`src/trial_division_factorizer_core_defines.svh`:
```
// Assertion macros for the trial division factoriser.
`ifndef TRIAL_DIVISION_FACTORIZER_CORE_DEFINES_SVH
`define TRIAL_DIVISION_FACTORIZER_CORE_DEFINES_SVH

`ifndef SYNTH
// Same-cycle implication, sampled on clk_i, off during reset.
`define TDF_ASSERT_IMPLIES(lbl, ante, cons) \
  lbl: assert property (@(posedge clk_i) disable iff (!rst_ni) (ante) |-> (cons)) \
    else $error("tdf: same-cycle check failed");
// Next-cycle implication.
`define TDF_ASSERT_NEXT(lbl, ante, cons) \
  lbl: assert property (@(posedge clk_i) disable iff (!rst_ni) (ante) |=> (cons)) \
    else $error("tdf: next-cycle check failed");
`else
`define TDF_ASSERT_IMPLIES(lbl, ante, cons)
`define TDF_ASSERT_NEXT(lbl, ante, cons)
`endif

`endif

```
`src/tdf_pkg.sv`:
```
package tdf_pkg;

  localparam int unsigned ValueW = 32;
  localparam int unsigned DivW   = 17;  // odd divisors reach 65537
  localparam int unsigned SqW    = 2 * DivW;
  localparam int unsigned ExpW   = 5;
  localparam int unsigned CntW   = $clog2(ValueW);

  typedef enum logic [3:0] {
    ST_IDLE,
    ST_CLASSIFY,
    ST_TWOS,
    ST_ODD_CHECK,
    ST_REDIV,
    ST_DIV_WAIT
  } state_e;

  typedef enum logic [1:0] {
    EK_TWO,
    EK_DIV,
    EK_REST,
    EK_ZERO
  } emit_kind_e;

  typedef struct packed {
    logic       load;
    logic       shift2;
    logic       div_start;
    logic       take_quot;
    logic       next_d;
    logic       emit;
    emit_kind_e kind;
  } dp_cmd_t;

  typedef struct packed {
    logic n_zero;
    logic n_one;
    logic n_odd;
    logic sq_le_n;
    logic div_done;
    logic rem_zero;
    logic e_nonzero;
  } dp_status_t;

endpackage

```
`src/tdf_divider.sv`:
```
module tdf_divider
  import tdf_pkg::*;
(
  input  logic              clk_i,
  input  logic              rst_ni,
  input  logic              start_i,
  input  logic [ValueW-1:0] dividend_i,
  input  logic [DivW-1:0]   divisor_i,   // held stable while running
  output logic              done_o,
  output logic [ValueW-1:0] quotient_o,
  output logic [DivW-1:0]   remainder_o
);

  logic              run_q, run_d;
  logic              done_q, done_d;
  logic [CntW-1:0]   cnt_q, cnt_d;
  logic [DivW-1:0]   rem_q, rem_d;
  logic [ValueW-1:0] quo_q, quo_d;
  logic [DivW:0]     trial;
  logic [DivW:0]     diff;
  logic              fits;

  // Restoring division, one quotient bit per cycle.
  assign trial = {rem_q, quo_q[ValueW-1]};
  assign diff  = trial - {1'b0, divisor_i};
  assign fits  = (trial >= {1'b0, divisor_i});

  always_comb begin
    run_d  = run_q;
    done_d = 1'b0;
    cnt_d  = cnt_q;
    rem_d  = rem_q;
    quo_d  = quo_q;
    if (start_i) begin
      run_d = 1'b1;
      cnt_d = '0;
      rem_d = '0;
      quo_d = dividend_i;
    end else if (run_q) begin
      rem_d = fits ? diff[DivW-1:0] : trial[DivW-1:0];
      quo_d = {quo_q[ValueW-2:0], fits};
      cnt_d = cnt_q + 1'b1;
      if (cnt_q == CntW'(ValueW - 1)) begin
        run_d  = 1'b0;
        done_d = 1'b1;
      end
    end
  end

  always_ff @(posedge clk_i or negedge rst_ni) begin
    if (!rst_ni) begin
      run_q  <= 1'b0;
      done_q <= 1'b0;
      cnt_q  <= '0;
    end else begin
      run_q  <= run_d;
      done_q <= done_d;
      cnt_q  <= cnt_d;
    end
  end

  always_ff @(posedge clk_i) begin
    rem_q <= rem_d;
    quo_q <= quo_d;
  end

  assign done_o      = done_q;
  assign quotient_o  = quo_q;
  assign remainder_o = rem_q;

endmodule

```
`src/tdf_datapath.sv`:
```
module tdf_datapath
  import tdf_pkg::*;
(
  input  logic              clk_i,
  input  logic              rst_ni,
  input  logic [ValueW-1:0] value_i,
  input  dp_cmd_t           cmd_i,
  output dp_status_t        status_o,
  output logic              result_strobe_o,
  output logic [ValueW-1:0] prime_factor_o,
  output logic [ExpW-1:0]   exponent_o,
  output logic              is_last_o,
  output logic              error_o
);

  logic [ValueW-1:0] n_q, n_d;
  logic [DivW-1:0]   d_q, d_d;
  logic [SqW-1:0]    sq_q, sq_d;
  logic [ExpW-1:0]   e_q, e_d;
  logic              strobe_q;
  logic [ValueW-1:0] prime_q, prime_d;
  logic [ExpW-1:0]   exp_q, exp_d;
  logic              last_q, last_d;
  logic              err_q, err_d;
  logic              div_done;
  logic [ValueW-1:0] quot;
  logic [DivW-1:0]   rem;

  tdf_divider u_div (
    .clk_i       (clk_i),
    .rst_ni      (rst_ni),
    .start_i     (cmd_i.div_start),
    .dividend_i  (n_q),
    .divisor_i   (d_q),
    .done_o      (div_done),
    .quotient_o  (quot),
    .remainder_o (rem)
  );

  always_comb begin
    n_d  = n_q;
    d_d  = d_q;
    sq_d = sq_q;
    e_d  = e_q;
    if (cmd_i.load) begin
      n_d  = value_i;
      d_d  = DivW'(3);
      sq_d = SqW'(9);
      e_d  = '0;
    end else begin
      if (cmd_i.shift2) begin
        n_d = {1'b0, n_q[ValueW-1:1]};
        e_d = e_q + 1'b1;
      end
      if (cmd_i.take_quot) begin
        n_d = quot;
        e_d = e_q + 1'b1;
      end
      if (cmd_i.emit) begin
        e_d = '0;
      end
      if (cmd_i.next_d) begin
        // (d+2)^2 = d^2 + 4d + 4
        d_d  = d_q + DivW'(2);
        sq_d = sq_q + SqW'({d_q, 2'b00}) + SqW'(4);
      end
    end
  end

  always_comb begin
    prime_d = '0;
    exp_d   = '0;
    last_d  = 1'b1;
    err_d   = 1'b0;
    unique case (cmd_i.kind)
      EK_TWO: begin
        prime_d = ValueW'(2);
        exp_d   = e_q;
        last_d  = (n_q == ValueW'(1));
      end
      EK_DIV: begin
        prime_d = ValueW'(d_q);
        exp_d   = e_q;
        last_d  = (n_q == ValueW'(1));
      end
      EK_REST: begin
        prime_d = n_q;
        exp_d   = ExpW'(1);
      end
      EK_ZERO: begin
        err_d = 1'b1;
      end
      default: begin
        err_d = 1'b1;
      end
    endcase
  end

  always_ff @(posedge clk_i or negedge rst_ni) begin
    if (!rst_ni) begin
      strobe_q <= 1'b0;
    end else begin
      strobe_q <= cmd_i.emit;
    end
  end

  always_ff @(posedge clk_i) begin
    n_q  <= n_d;
    d_q  <= d_d;
    sq_q <= sq_d;
    e_q  <= e_d;
    if (cmd_i.emit) begin
      prime_q <= prime_d;
      exp_q   <= exp_d;
      last_q  <= last_d;
      err_q   <= err_d;
    end
  end

  assign status_o.n_zero    = (n_q == '0);
  assign status_o.n_one     = (n_q == ValueW'(1));
  assign status_o.n_odd     = n_q[0];
  assign status_o.sq_le_n   = (sq_q <= SqW'(n_q));
  assign status_o.div_done  = div_done;
  assign status_o.rem_zero  = (rem == '0);
  assign status_o.e_nonzero = (e_q != '0);

  assign result_strobe_o = strobe_q;
  assign prime_factor_o  = prime_q;
  assign exponent_o      = exp_q;
  assign is_last_o       = last_q;
  assign error_o         = err_q;

endmodule

```
`src/tdf_ctrl.sv`:
```
module tdf_ctrl
  import tdf_pkg::*;
(
  input  logic       clk_i,
  input  logic       rst_ni,
  input  logic       start_i,
  input  dp_status_t status_i,
  output dp_cmd_t    cmd_o,
  output logic       busy_o
);

  state_e state_q, state_d;

  always_ff @(posedge clk_i or negedge rst_ni) begin
    if (!rst_ni) begin
      state_q <= ST_IDLE;
    end else begin
      state_q <= state_d;
    end
  end

  // Next state
  always_comb begin
    state_d = state_q;
    unique case (state_q)
      ST_IDLE: begin
        if (start_i) state_d = ST_CLASSIFY;
      end
      ST_CLASSIFY: begin
        if (status_i.n_zero || status_i.n_one) state_d = ST_IDLE;
        else                                   state_d = ST_TWOS;
      end
      ST_TWOS: begin
        if (status_i.n_odd) begin
          state_d = status_i.n_one ? ST_IDLE : ST_ODD_CHECK;
        end
      end
      ST_ODD_CHECK: begin
        state_d = status_i.sq_le_n ? ST_DIV_WAIT : ST_IDLE;
      end
      ST_REDIV: begin
        state_d = ST_DIV_WAIT;
      end
      ST_DIV_WAIT: begin
        if (status_i.div_done) begin
          if (status_i.rem_zero)    state_d = ST_REDIV;
          else if (status_i.n_one)  state_d = ST_IDLE;
          else                      state_d = ST_ODD_CHECK;
        end
      end
      default: state_d = ST_IDLE;
    endcase
  end

  // Commands
  always_comb begin
    cmd_o  = '0;
    busy_o = (state_q != ST_IDLE);
    unique case (state_q)
      ST_IDLE: begin
        cmd_o.load = start_i;
      end
      ST_CLASSIFY: begin
        if (status_i.n_zero) begin
          cmd_o.emit = 1'b1;
          cmd_o.kind = EK_ZERO;
        end else if (status_i.n_one) begin
          cmd_o.emit = 1'b1;
          cmd_o.kind = EK_REST;
        end
      end
      ST_TWOS: begin
        if (!status_i.n_odd) begin
          cmd_o.shift2 = 1'b1;
        end else if (status_i.e_nonzero) begin
          cmd_o.emit = 1'b1;
          cmd_o.kind = EK_TWO;
        end
      end
      ST_ODD_CHECK: begin
        if (status_i.sq_le_n) begin
          cmd_o.div_start = 1'b1;
        end else if (!status_i.n_one) begin
          cmd_o.emit = 1'b1;
          cmd_o.kind = EK_REST;
        end
      end
      ST_REDIV: begin
        cmd_o.div_start = 1'b1;
      end
      ST_DIV_WAIT: begin
        if (status_i.div_done) begin
          if (status_i.rem_zero) begin
            cmd_o.take_quot = 1'b1;
          end else begin
            cmd_o.next_d = 1'b1;
            if (status_i.e_nonzero) begin
              cmd_o.emit = 1'b1;
              cmd_o.kind = EK_DIV;
            end
          end
        end
      end
      default: begin
        cmd_o = '0;
      end
    endcase
  end

endmodule

```
`src/trial_division_factorizer_core.sv`:
```
// Channel   Direction  Handshake              Payload
// command   in         start & !busy          value_i
// result    out        result_strobe_o        prime_factor_o, exponent_o, is_last_o, error_o
//
// Sequence: zero and one put their single beat on the ports from the classify
// state through the result register. Powers of two are stripped one factor of
// 2 per step. Each odd trial divisor takes a square check, a bit-serial divide
// and a decision, plus another divide and decision per power found, so a prime
// near 2^32 is tried against every odd divisor below 2^16.
// Reset: asynchronous, active low; clears the controller, divider sequencing
// and the result strobe. No clearing pass.
// Stalls: none; busy is high from the cycle after acceptance until the last
// beat is registered, is already low while that beat is shown, and the
// receiver takes every beat as shown.
`include "trial_division_factorizer_core_defines.svh"

module trial_division_factorizer_core
  import tdf_pkg::*;
(
  input  logic              clk_i,
  input  logic              rst_ni,
  input  logic              start,
  output logic              busy,
  input  logic [ValueW-1:0] value_i,
  output logic              result_strobe_o,
  output logic [ValueW-1:0] prime_factor_o,
  output logic [ExpW-1:0]   exponent_o,
  output logic              is_last_o,
  output logic              error_o
);

  // Controller sequences: classify -> strip twos -> odd divisor loop -> leftover.
  dp_cmd_t    cmd;
  dp_status_t status;
  logic       err_beat_clear;

  tdf_ctrl u_ctrl (
    .clk_i    (clk_i),
    .rst_ni   (rst_ni),
    .start_i  (start),
    .status_i (status),
    .cmd_o    (cmd),
    .busy_o   (busy)
  );

  // Datapath holds remainder n, divisor d, d^2 kept by increments, the
  // running exponent, the divider and the registered result beat.
  tdf_datapath u_dp (
    .clk_i           (clk_i),
    .rst_ni          (rst_ni),
    .value_i         (value_i),
    .cmd_i           (cmd),
    .status_o        (status),
    .result_strobe_o (result_strobe_o),
    .prime_factor_o  (prime_factor_o),
    .exponent_o      (exponent_o),
    .is_last_o       (is_last_o),
    .error_o         (error_o)
  );

  assign err_beat_clear = is_last_o && (prime_factor_o == '0) && (exponent_o == '0);

  // An error beat is the lone, last beat with zero payload.
  `TDF_ASSERT_IMPLIES(a_err_beat, result_strobe_o && error_o, err_beat_clear)
  // Normal beats always carry a nonzero exponent.
  `TDF_ASSERT_IMPLIES(a_exp_nonzero, result_strobe_o && !error_o, exponent_o != '0)
  // The last beat of a number leaves with the core already idle.
  `TDF_ASSERT_IMPLIES(a_idle_on_last, result_strobe_o && is_last_o, !busy)
  // An accepted number keeps the core busy next cycle.
  `TDF_ASSERT_NEXT(a_busy_after_start, start && !busy, busy)

endmodule

```
`config.mk`:
```
export PLATFORM = sky130hd
export DESIGN_NAME = trial_division_factorizer_core
export DESIGN_NICKNAME = d
export VERILOG_FILES = /design/src/tdf_pkg.sv /design/src/tdf_divider.sv /design/src/tdf_datapath.sv /design/src/tdf_ctrl.sv /design/src/trial_division_factorizer_core.sv
export VERILOG_INCLUDE_DIRS = /design/src /design/src/src
export SDC_FILE = /design/constraint.sdc
export NUM_CORES = 1
export LEC_CHECK = 0
export ABC_AREA = 1
export BUFFER_PORTS_ARGS = -buffer_cell sky130_fd_sc_hd__buf_2
export CORE_MARGIN = 8
export CORE_UTILIZATION = 48
export DETAILED_ROUTE_END_ITERATION = 10
export GPL_ROUTABILITY_DRIVEN = 1
export PLACE_DENSITY = 0.75
export SYNTH_ARGS = -nofsm -noshare
export SYNTH_HDL_FRONTEND = slang
export SYNTH_SLANG_ARGS = --single-unit
```
`constraint.sdc`:
```
create_clock -name clk_i -period 8.6 [get_ports clk_i]
set_input_delay 0.43 -clock clk_i [delete_from_list [all_inputs] [get_ports clk_i]]
set_output_delay 0.43 -clock clk_i [all_outputs]
set_load 0.05 [all_outputs]
```
==> results of run 1 <==
## where the power goes
group          total [W]  leakage (nW)  switching, W  internal (W)
registers        0.00144          1.73      0.000195       0.00124
clock network   0.000808         0.295      0.000390      0.000418
logic            0.00163          4.33       0.00108      0.000543
## kinds of logic (layout without fill, tap and decap cells)
logic type | Yosys count | after routing
AND/OR/NAND/NOR | 898 | 898
buffers and inverters | 247 | 311
flip-flops | 183 | 183
AO/OA/AOI/OAI | 157 | 157
adder cells (fa/ha/maj) | 85 | 85
XOR/XNOR | 30 | 30
## timing repair
item                      4_1_cts  5_1_grt
gates resized for setup         0        0
hold endpoints to repair       11        0
hold buffers                    1        0
## critical path, cell delays in order, from the launching register on
cell and delay, ps:
dfrtp_1 430, nor2_1 160, inv_1 70, nor2_1 100
clkinv_1 830, nand2_4 950, inv_1 180, nand2_1 110
buf_4 400
## area by class of cell
class | instances | area share [%]
inverter | 196 | 5.680
sequential | 183 | 36.67
timing repair buffer | 83 | 3.381
clock inverter | 15 | 1.391
tap | 324 | 3.130
clock buffer | 17 | 3.284
multi-input combinational | 1170 | 46.46
## flip-flops by register name, summed over array words and instances, names as in the netlist, 3 cells and up
name / count
u_dp.exponent_o: 5
u_ctrl.state_q: 3
u_dp.u_div.cnt_q: 5
u_dp.sq_q: 31
u_dp.d_q: 16
u_dp.u_div.remainder_o: 17
u_dp.e_q: 5
u_dp.prime_factor_o: 32
u_dp.n_q: 32
u_dp.u_div.quotient_o: 32
## per-layer routing
| metal | vias to the layer above | share of wire, % | track usage [%] |
|---|---|---|---|
| li1 | 5320 | - | - |
| met1 | 4953 | 42 | 25.37 |
| met2 | 400 | 48 | 34.32 |
| met3 | 79 | 6.3 | 3.289 |
| met4 | 0 | 4.0 | 9.917 |
| met5 | - | 0 | 0 |
## worst max-delay path by stage
| stage | start | endpoint | slack (ps) | cells after the start |
|---|---|---|---|---|
| after floorplan | u_dp.n_q[25] | u_dp.error_o | 5690 | 13 |
| after global placement | u_ctrl.state_q[1] | u_dp.u_div.quotient_o[24] | 5180 | 8 |
| after detailed placement | u_ctrl.state_q[1] | u_dp.u_div.quotient_o[24] | 5100 | 8 |
| after CTS | u_ctrl.state_q[1] | u_dp.u_div.quotient_o[10] | 5040 | 8 |
| after global routing | u_ctrl.state_q[1] | u_dp.u_div.quotient_o[10] | 4690 | 8 |
| final | u_ctrl.state_q[1] | u_dp.u_div.quotient_o[26] | 4960 | 8 |
## layout by cell type, fill, tap and decap left out, drive strengths merged, types with 11 or more instances in the layout
cell and instances:
a21oi 70, a31oi 33, buf 82, clkbuf 17
dfrtp 11, dfxtp 69, edfxtp 103, ha 83
inv 203, nand2 459, nand3 140, nand4 24
nor2 225, nor3 28, o21ai 45, xnor2 11
xor2 19
## stage by stage
step,hold WS [ps],area [um^2],power (W),worst slack [ps]
finish,328.0,12950,0.003871,4963
global route,344.5,12950,0.004152,4690
CTS,318.8,12950,0.003864,5039
detailed placement,339.5,12340,0.003048,5097
global placement,340.7,12340,0.003007,5181
floorplan,134.4,11800,0.002677,5690
==> results.md, run 1 <==
* Final hold viol count at 0
* FF-to-FF Start: u_ctrl.state_q[1]
* Setup tns final at 0 ps
* DR vias at around 11k
* Post-route DRC at 0
* Cells after synthesis at 1600
* Mapped Area at 0.01180 mm^2
* Setup Viol. Count Final at 0
* Register area at 0.004750 mm^2
* Sink Count at 183
* Max Slew Vio Count at 0
* Mean area per synthesized cell at 7.376 um^2
* TritonRoute pass-1 iters at 5
* Worst slew pin tran at 1058 ps
* Post-synth ARST share at 6.011%
* Initial core utilization at 48.67%
* Clock skew at 19.56 ps
* Fin util at 53.42%
* Top cells by count, synth: nand2_1 (453), nor2_1 (220), inv_1 (189), nand3_1 (137), edfxtp_1 (103)
* Status: finished clean
* Yosys top cell by area: edfxtp_1
* Hold depth at 3
* Final ANT Viol Nets at 0
* Multi-input gate area at 0.006018 mm^2
* Synth Area in Compound Gates at 7.358%
* Final Wtd Congestion at 0.9231
* R2R depth at 8
* Routed WL at about 32000 um
* Clock Latency Late Sink at 440 ps
* PortBufs at 75
* Initial antenna violation count at 0
* Crit Path Max Fanout at 54
* PD cells at between 200 and 300 mW/mm^2
* VDD IR max at approximately 0.00021 V
* I/O pins at 76
* Relative slew margins at about 29%
* CP arrival at approximately 3700 ps
* Post-route clock period utilization at between 40% and 50%
* Worst EP required at 8690 ps
* Most frequent cell after synthesis: nand2_1
* Max_cap viols at 0
* Longest Clk Path Bufs at 2
* RSZ-0062 raised after global routing: false
* Yosys reg bits at 183
* Peak Freq at 274.9 MHz
* Yosys warning total at 0
* Reg-to-reg critical path endpoint: u_dp.u_div.quotient_o[26]
* Clock root buffer: clkbuf_16
* Post-Syn Nets at roughly 1.7k
* Share of the synthesized area in the top cell type at about a quarter
* Layout cell share with drive strength beyond 1 at 8.894%
* Post-DP HPWL at 23080 um
* Row cnt at 57
* Category of the most critical setup path: reg -> reg
* Number of buffers created by CTS at 17
* # diodes at 0
* Setup Fix Bufs, Post-CTS at 0
* Synth area leaders: edfxtp_1 (26%), nand2_1 (14%), dfxtp_1 (12%)
* DR vias/cell at 5.408
* Critical Path End Type: register
* CTS tree: done
* Vias in the first global route at 10.09k
* Die area at 0.02986 mm^2
* Post-synth EDFFs at 103
* Clock transition at path regs at roughly 80 ps
* Worst R2R Setup Slack at 4960 ps
* Non-Filler Instances at 1988
* Static Leak at 6.359 nW
* Grt ovf at 0
* Final #Nets at 1771
* Fill count at 2303
* Min Tclk post-route at 3637 ps
* Die width at 172.8 um
* Global-route wire length before repair at 50500 um
* Crit start category: register
* Xor/xnor share of the synthesized area at approximately 2.2%
* Area Growth Syn to Fin at 9.754%
* Hold WC Path Type: in -> reg
* Post-synthesis cell type count at 43
* Die H at 172.8 um
* Largest net degree at the start of global routing at between 90 and 100
* H-tree depth at 4
* Hold path startpoint: value_i[18]
* Post-synthesis sequential area ratio at between 40% and 50%
* Mux contribution to synthesized area at 0%
* DRT iter0 DRCs at 975
* Core ar. at 0.02425 mm^2
* GRT Overall Usage at 20.47%
* WL per Instance at around 16 um
* Cells after DPL at 1955
* Largest family of logic cells by synthesized area: simple AND/OR/NAND/NOR gates
* Hold Path End: u_dp.n_q[18]
* Post-synthesis adder-cell area fraction at slightly above 9%
* Synth Area in Simple Gates at between 30% and 40%
* Top FF cell, synth: edfxtp_1
Note: power is estimated with default switching activity, not from simulation.
==> run 2, diff against run 1 <==
--- a/config.mk
+++ b/config.mk
@@ -6,7 +6,7 @@
 export SDC_FILE = /design/constraint.sdc
 export NUM_CORES = 1
 export LEC_CHECK = 0
-export ABC_AREA = 1
+export ABC_AREA = 0
 export BUFFER_PORTS_ARGS = -buffer_cell sky130_fd_sc_hd__buf_2
 export CORE_MARGIN = 8
 export CORE_UTILIZATION = 48
==> constraint.sdc (replaced) <==
create_clock -name clk_i -period 3.5 [get_ports clk_i]
set_input_delay 0.175 -clock clk_i [delete_from_list [all_inputs] [get_ports clk_i]]
set_output_delay 0.175 -clock clk_i [all_outputs]
set_load 0.05 [all_outputs]
==> run 2 against run 1 <==
  * Synthesized cell count fell by 32%
  * Power rose by 150%
  * Sequential share of layout area rose by 1.6 points
  * Largest cell class unchanged
==> results.md, run 2 <==
* Status: finished clean
* Switch share at 37.73%
* Hold path startpoint: value_i[10]
* Post-route setup slack at 436.7 ps
* Max Slew Vio Count at 0
* Routed WL at about 28000 um
* Fill count at approximately 1.9k
* Most frequent cells in the layout: edfxtp_1 (103), nand2_1 (102), ha_1 (83), inv_1 (76), buf_2 (75)
* Post-synth EDFFs at between 100 and 150
* Dpl ws at 459.3 ps
* # diodes at 0
* Clock skew at 9.912 ps
* RSZ-0062 raised after global routing: false
* Reg-to-reg critical path endpoint: u_dp.prime_factor_o[5]
* Final ANT Viol Nets at 0
* TritonRoute pass-1 iters at 5
* Yosys reg bits at approximately 180
* CTS tree: done
* Cells after synthesis at 1091
* Synth area leaders: edfxtp_1 (28%), dfxtp_1 (13%), ha_1 (9.5%)
* Internal at between 0.005 and 0.006 W
* Post-synthesis cell type count at 85
* Switch Pwr at 0.003614 W
* Core ar. at 0.02257 mm^2
* Final Wtd Congestion at 0.9017
* Pwr Total at 0.009579 W
* Die width at 167.3 um
* PortBufs at 75
* Area Growth Syn to Fin at 12.92%
* Setup Viol. Count Final at 0
* Worst R2R Setup Slack at 440 ps
* Yosys warning total at 0
* DR vias at approximately 8.8k
* PD cells at 771.9 mW/mm^2
* Power share of the clock group at 22.3%
* Post-synth ARST share at 6.011%
* Peak Freq at 326.4 MHz
* Global-route wire length before repair at 45730 um
* Min Tclk post-route at 3063 ps
* Commonest non-fill, non-tap cell in the layout: edfxtp_1
* Longest Clk Path Bufs at 2
* WL per Instance at ~19 um
* Share of the synthesized area in the top cell type at 28.15%
* Mean area per synthesized cell at 10.07 um^2
* Crit start category: register
* Crit-path cells: inv_1 > ha_1 > nand3_2 > nor4_2 > o21ai_1 > a31o_1 > a2111o_1 > and2_1 > nand2_2 > buf_12
* Post-route clock period utilization at between 80% and 90%
* Row cnt at 55
* Yosys top cell by area: edfxtp_1
* Largest net degree at the start of global routing at 52
* GRT Overall Usage at 20.22%
* Category of the most critical setup path: reg -> reg
* Static Leak at slightly above 5 nW
* Post-DP HPWL at around 21000 um
* Clock Latency Late Sink at 430 ps
* Grt ovf at 0
* H-tree depth at 4
* Setup tns final at 0 ps
* Initial core utilization at 48.69%
* Sequential share of power at 37.5%
* Post-synthesis sequential area ratio at 43.22%
* Final hold viol count at 0
* Post-Syn Nets at 1211
* DRT iter0 DRCs at about 730
* Post-route DRC at 0
* Hold Path End: u_dp.n_q[10]
* Max_cap viols at 0
* Clock root buffer: clkbuf_16
* Worst EP required at between 3000 and 4000 ps
* Layout cell share with drive strength beyond 1 at between 10% and 20%
* Sink Count at 183
* Crit-path leading delay family: compound AO/OA/AOI/OAI gates
* Die H at 167.3 um
* CP max stage delay at between 400 and 500 ps
* Relative slew margins at 48.33%
* Die area at 0.02799 mm^2
* Top cells by count, synth: edfxtp_1 (103), nand2_1 (103), ha_1 (83), inv_1 (76), nor2_1 (70)
* Vias in the first global route at 8637
* Hold depth at 3
* Worst slew pin tran at 775.1 ps
* Slowest CP cell: edfxtp_1
* VDD IR max at about 0.00035 V
* I/O pins at 76
* Final #Nets at ~1.3k
* Clock transition at path regs at 70 ps
* CP arrival at about 3200 ps
* Critical Path End Type: register
* Hold WC Path Type: in -> reg
* Number of buffers created by CTS at 17
* DR vias/cell at 5.974
* Mapped Area at 0.01099 mm^2
* Logic pwr share at 40.2%
* Top FF cell, synth: edfxtp_1
* Crit Path Max Fanout at 40
* Buffer and inverter count on the worst path at 2
* FF-to-FF Start: u_dp.n_q[16]
* Initial antenna violation count at 0
* R2R depth at 10
==> run 2: cell count changes in the layout (fill, tap and decap cells not counted), moves of 19 or more <==
cell and delta:
nor2_1 -150, mux2i_1 +51, nand3_1 -116, inv_1 -113, xnor2_1 +20, mux2_2 +28, a31oi_1 -20, nand2_1 -350
o21ai_1 +30, buf_4 +19
==> run 2: how the worst max path moves through the flow <==
stage / from / to / slack, ps / depth (start not counted)
2_1_floorplan: u_dp.n_q[17] / u_dp.error_o / 150 / 9
3_3_place_gp: u_dp.n_q[31] / u_dp.u_div.quotient_o[8] / 550 / 11
3_5_place_dp: u_dp.n_q[16] / u_dp.prime_factor_o[18] / 460 / 10
4_1_cts: u_dp.n_q[16] / u_dp.prime_factor_o[5] / 430 / 10
5_1_grt: u_dp.d_q[4] / u_dp.sq_q[17] / 240 / 9
6_report: u_dp.n_q[16] / u_dp.prime_factor_o[5] / 440 / 10
==> run 2: layout make-up <==
class	count	area, um^2	share of cell area, %
Clock buffer	17	425.4	3.428
Clock inverter	14	221.5	1.785
Inverter	76	285.3	2.299
Multi-Input combinational cell	786	5731	46.18
Sequential cell	183	4750	38.27
Tap cell	285	356.6	2.874
Timing Repair Buffer	105	640.6	5.162
==> run 2: cell families (layout without fill, tap and decap cells) <==
kind of cell             Yosys count  after routing  synth area share, %
flip-flops                       183            183                43.22
AND/OR/NAND/NOR                  326            326                15.42
buffers and inverters            122            212                4.748
adder cells (fa/ha/maj)           85             85                9.814
AO/OA/AOI/OAI                    251            251                15.63
XOR/XNOR                          42             42                3.347
multiplexers                      82             82                7.822
==> run 2: power groups by stage <==
| stage | registers [W] | clock network (W) | logic [W] |
|---|---|---|---|
| after floorplan | 0.00353 | 0 | 0.00288 |
| after global routing | 0.00366 | 0.00225 | 0.00424 |
| after CTS | 0.00358 | 0.00216 | 0.00384 |
| after global placement | 0.00359 | 0 | 0.00371 |
| final | 0.00359 | 0.00213 | 0.00385 |
| after detailed placement | 0.00362 | 0 | 0.00380 |
==> run 2: what timing repair did <==
item | in CTS | in global routing
endpoints found under the hold margin | 11 | 0
setup buffers | 0 | 0
endpoints found under the setup margin | 0 | 0
resized for setup | 0 | 0
hold buffers | 1 | 0
==> run 2: through the flow <==
step | std cells | util, % | area (um^2) | hold slack (ps)
after floorplan | 1091 | - | 10990 | -120.6
after global routing | 1466 | 54.98 | 12410 | 16.23
after CTS | 1466 | 54.98 | 12410 | 8.767
after global placement | 1434 | 52.07 | 11750 | 58.38
after detailed placement | 1434 | 52.07 | 11750 | 60.81
final | 1466 | 54.98 | 12410 | 22.58
==> run 2: layer usage <==
layer  up-vias  part of all wire, %  track usage (%)
met5         -                    0                0
met1      4259                   44            25.99
met2       280                   48            33.44
met4         0                  2.8            7.453
li1       4178                    -                -
met3        41                  5.3            3.762
==> run 2: worst register-to-register path: stages (launching register included) <==
cell and delay (ps):
edfxtp_1 470, inv_1 80, ha_1 330, nand3_2 100
nor4_2 370, o21ai_1 110, a31o_1 270, a2111o_1 430
and2_1 210, nand2_2 100, buf_12 230
==> run 3, diff against run 2 <==
--- a/config.mk
+++ b/config.mk
@@ -8,11 +8,13 @@
 export LEC_CHECK = 0
 export ABC_AREA = 0
 export BUFFER_PORTS_ARGS = -buffer_cell sky130_fd_sc_hd__buf_2
+export CELL_PAD_IN_SITES_DETAIL_PLACEMENT = 1
+export CELL_PAD_IN_SITES_GLOBAL_PLACEMENT = 1
 export CORE_MARGIN = 8
 export CORE_UTILIZATION = 48
 export DETAILED_ROUTE_END_ITERATION = 10
 export GPL_ROUTABILITY_DRIVEN = 1
-export PLACE_DENSITY = 0.75
+export PLACE_DENSITY = 0.89
 export SYNTH_ARGS = -nofsm -noshare
 export SYNTH_HDL_FRONTEND = slang
 export SYNTH_SLANG_ARGS = --single-unit
==> run 3 against run 2 <==
  * Non-clock buffer count is 5 higher
  * Final cell count up 0.41%
  * Sequential power increased by 1%
  * Global-route usage up 5.1 points
  * Cell area is essentially flat
  * Power increased by 1.4%
  * Combinational power up 6.8%
  * Register-to-register slack worse by 310 ps
  * Maximum frequency decreased by 9.3%
  * Sequential share of layout area hardly changed
  * Wire length grew 25%
  * Clock skew rose by 4.3 ps
  * Critical endpoint is now u_dp.prime_factor_o[10]
  * Highest routed layer unchanged
==> results.md, run 3 (synthesis results as in run 2) <==
* Status: finished clean
* Clock transition at path regs at 80 ps
* Commonest non-fill, non-tap cell in the layout: edfxtp_1
* RSZ-0062 raised after global routing: false
* Final Wtd Congestion at 0.8847
* Min Tclk post-route at 3377 ps
* R2R depth at 10
* Placed Area at approximately 0.012 mm^2
* Cells after DPL at between 1k and 1.5k
* Category of the most critical setup path: reg -> reg
* Post-DP HPWL at roughly 25000 um
* Global-route wire length before repair at 56220 um
* Die width at 167.3 um
* Max Slew Vio Count at 0
* Row cnt at 55
* Area Growth Syn to Fin at 12.85%
* Crit start category: register
* Largest net degree at the start of global routing at 59
* Logic pwr share at between 40% and 50%
* Max_cap viols at 0
* PortBufs at 75
* Post-route setup slack at 123.3 ps
* Fin util at 54.94%
* Initial core utilization at 48.69%
* I/O pins at 76
* Non-Filler Instances at 1472
* Grt ovf at 0
* CP arrival at around 3500 ps
* WL per Instance at around 24 um
* Setup tns final at 0 ps
* Initial antenna violation count at 1
* Final ANT Viol Nets at 0
* Switch Pwr at 0.004045 W
* Dpl ws at 295.1 ps
* Hold WC Path Type: in -> reg
* Switch share at 41.62%
* Vias in the first global route at 9902
* TritonRoute pass-1 iters at 5
* DR vias at 9431
* Static Leak at approximately 5 nW
* Post-route clock period utilization at between 90% and 100%
* DRT iter0 DRCs at 928
* Sink Count at 183
* Layout cell share with drive strength beyond 1 at 17.52%
* Critical Path End Type: register
* Final #Nets at 1294
* Worst slew pin tran at 726.6 ps
* Routed WL at between 30000 and 40000 um
* CTS tree: done
* Core ar. at 0.02257 mm^2
* # diodes at 0
* Clock skew at 14.18 ps
* VDD IR max at 0.0003722 V
* Most frequent cells in the layout: edfxtp_1 (103), nand2_1 (102), ha_1 (83), inv_1 (76), buf_2 (75)
* Longest Clk Path Bufs at 2
* Clock Latency Late Sink at between 400 and 500 ps
* Relative slew margins at 51.56%
* Number of buffers created by CTS at 17
* Peak Freq at 296.1 MHz
* Clock root buffer: clkbuf_16
* Final hold viol count at 0
* Sequential share of power at between 30% and 40%
* Design Area, Final at 0.01240 mm^2
* GRT Overall Usage at 25.37%
* H-tree depth at 4
* Die H at 167.3 um
* Internal at 0.005673 W
* Power share of the clock group at 20.3%
* Crit Path Max Fanout at 16
* DR vias/cell at 6.407
* Setup Viol. Count Final at 0
* Worst EP required at 3640 ps
* Die area at 0.02799 mm^2
* Post-route DRC at 0
* Hold depth at 3
* PD cells at 783.5 mW/mm^2
-- run 3: cell types whose count changed in the layout (fill, tap and decap cells not counted), sizes merged --
cell / delta
dlygate4sd3: +2
clkinvlp: -1
bufinv: -5
clkinv: +1
buf: +3
inv: +6
-- run 3: timing repair --
item                                    CTS  global route
hold endpoints to repair                 13             0
endpoints found under the setup margin    0            15
resized for setup                         0             1
hold buffers                              3             0
buffers inserted                          0             0
-- run 3: critical path, stage by stage (launching register included) --
cell      delay [ps]
edfxtp_1         450
inv_1            100
ha_1             340
nand4_1          180
nor4_2           410
inv_1            100
a31o_1           230
a2111o_1         610
and2_1           270
nand2_2          110
buf_4            260
-- run 3: worst paths after layout --
path / start / end / slack [ps]
worst max-delay path: u_dp.n_q[26] / u_dp.prime_factor_o[10] / 120
worst min-delay path: value_i[4] / u_dp.n_q[4] / 10
worst max register to register: u_dp.n_q[26] / u_dp.prime_factor_o[10] / 120
worst min register to register: u_dp.sq_q[10] / u_dp.sq_q[10] / 510
max in group asynchronous: rst_ni / u_ctrl.state_q[1] / 3130
min in group asynchronous: rst_ni / u_dp.u_div.done_o / 160
-- run 3: per-stage QoR --
stage          total power [W]  hold slack [ps]
6_report              0.009718            11.30
5_1_grt                0.01021            11.18
4_1_cts               0.009689            5.787
3_5_place_dp          0.007599            57.75
3_3_place_gp          0.007333            54.25
2_1_floorplan         0.006416           -120.6
-- run 3: area by class of cell --
class | count | area (um^2)
Sequential cell | 183 | 4750
Fill cell | 2514 | 10170
Clock buffer | 17 | 425.4
Inverter | 76 | 285.3
Timing Repair Buffer | 110 | 683.2
Clock inverter | 15 | 165.2
Multi-Input combinational cell | 786 | 5737
Tap cell | 285 | 356.6
-- run 3: metal layers --
layer	wire length [um]	global-route usage [%]	vias up	share of wire (%)
met4	1429	12.23	0	4.0
met1	14870	31.12	4751	42
met3	1977	3.715	97	5.5
li1	-	-	4185	-
met5	0	0	-	0
met2	17350	43.21	398	49
-- run 3: power groups by stage --
stage          Sequential (W)  Clock (W)  Combinational (W)
3_3_place_gp          0.00357          0            0.00376
6_report              0.00363    0.00197            0.00411
3_5_place_dp          0.00363          0            0.00396
2_1_floorplan         0.00353          0            0.00288
5_1_grt               0.00367    0.00206            0.00448
4_1_cts               0.00361    0.00200            0.00408
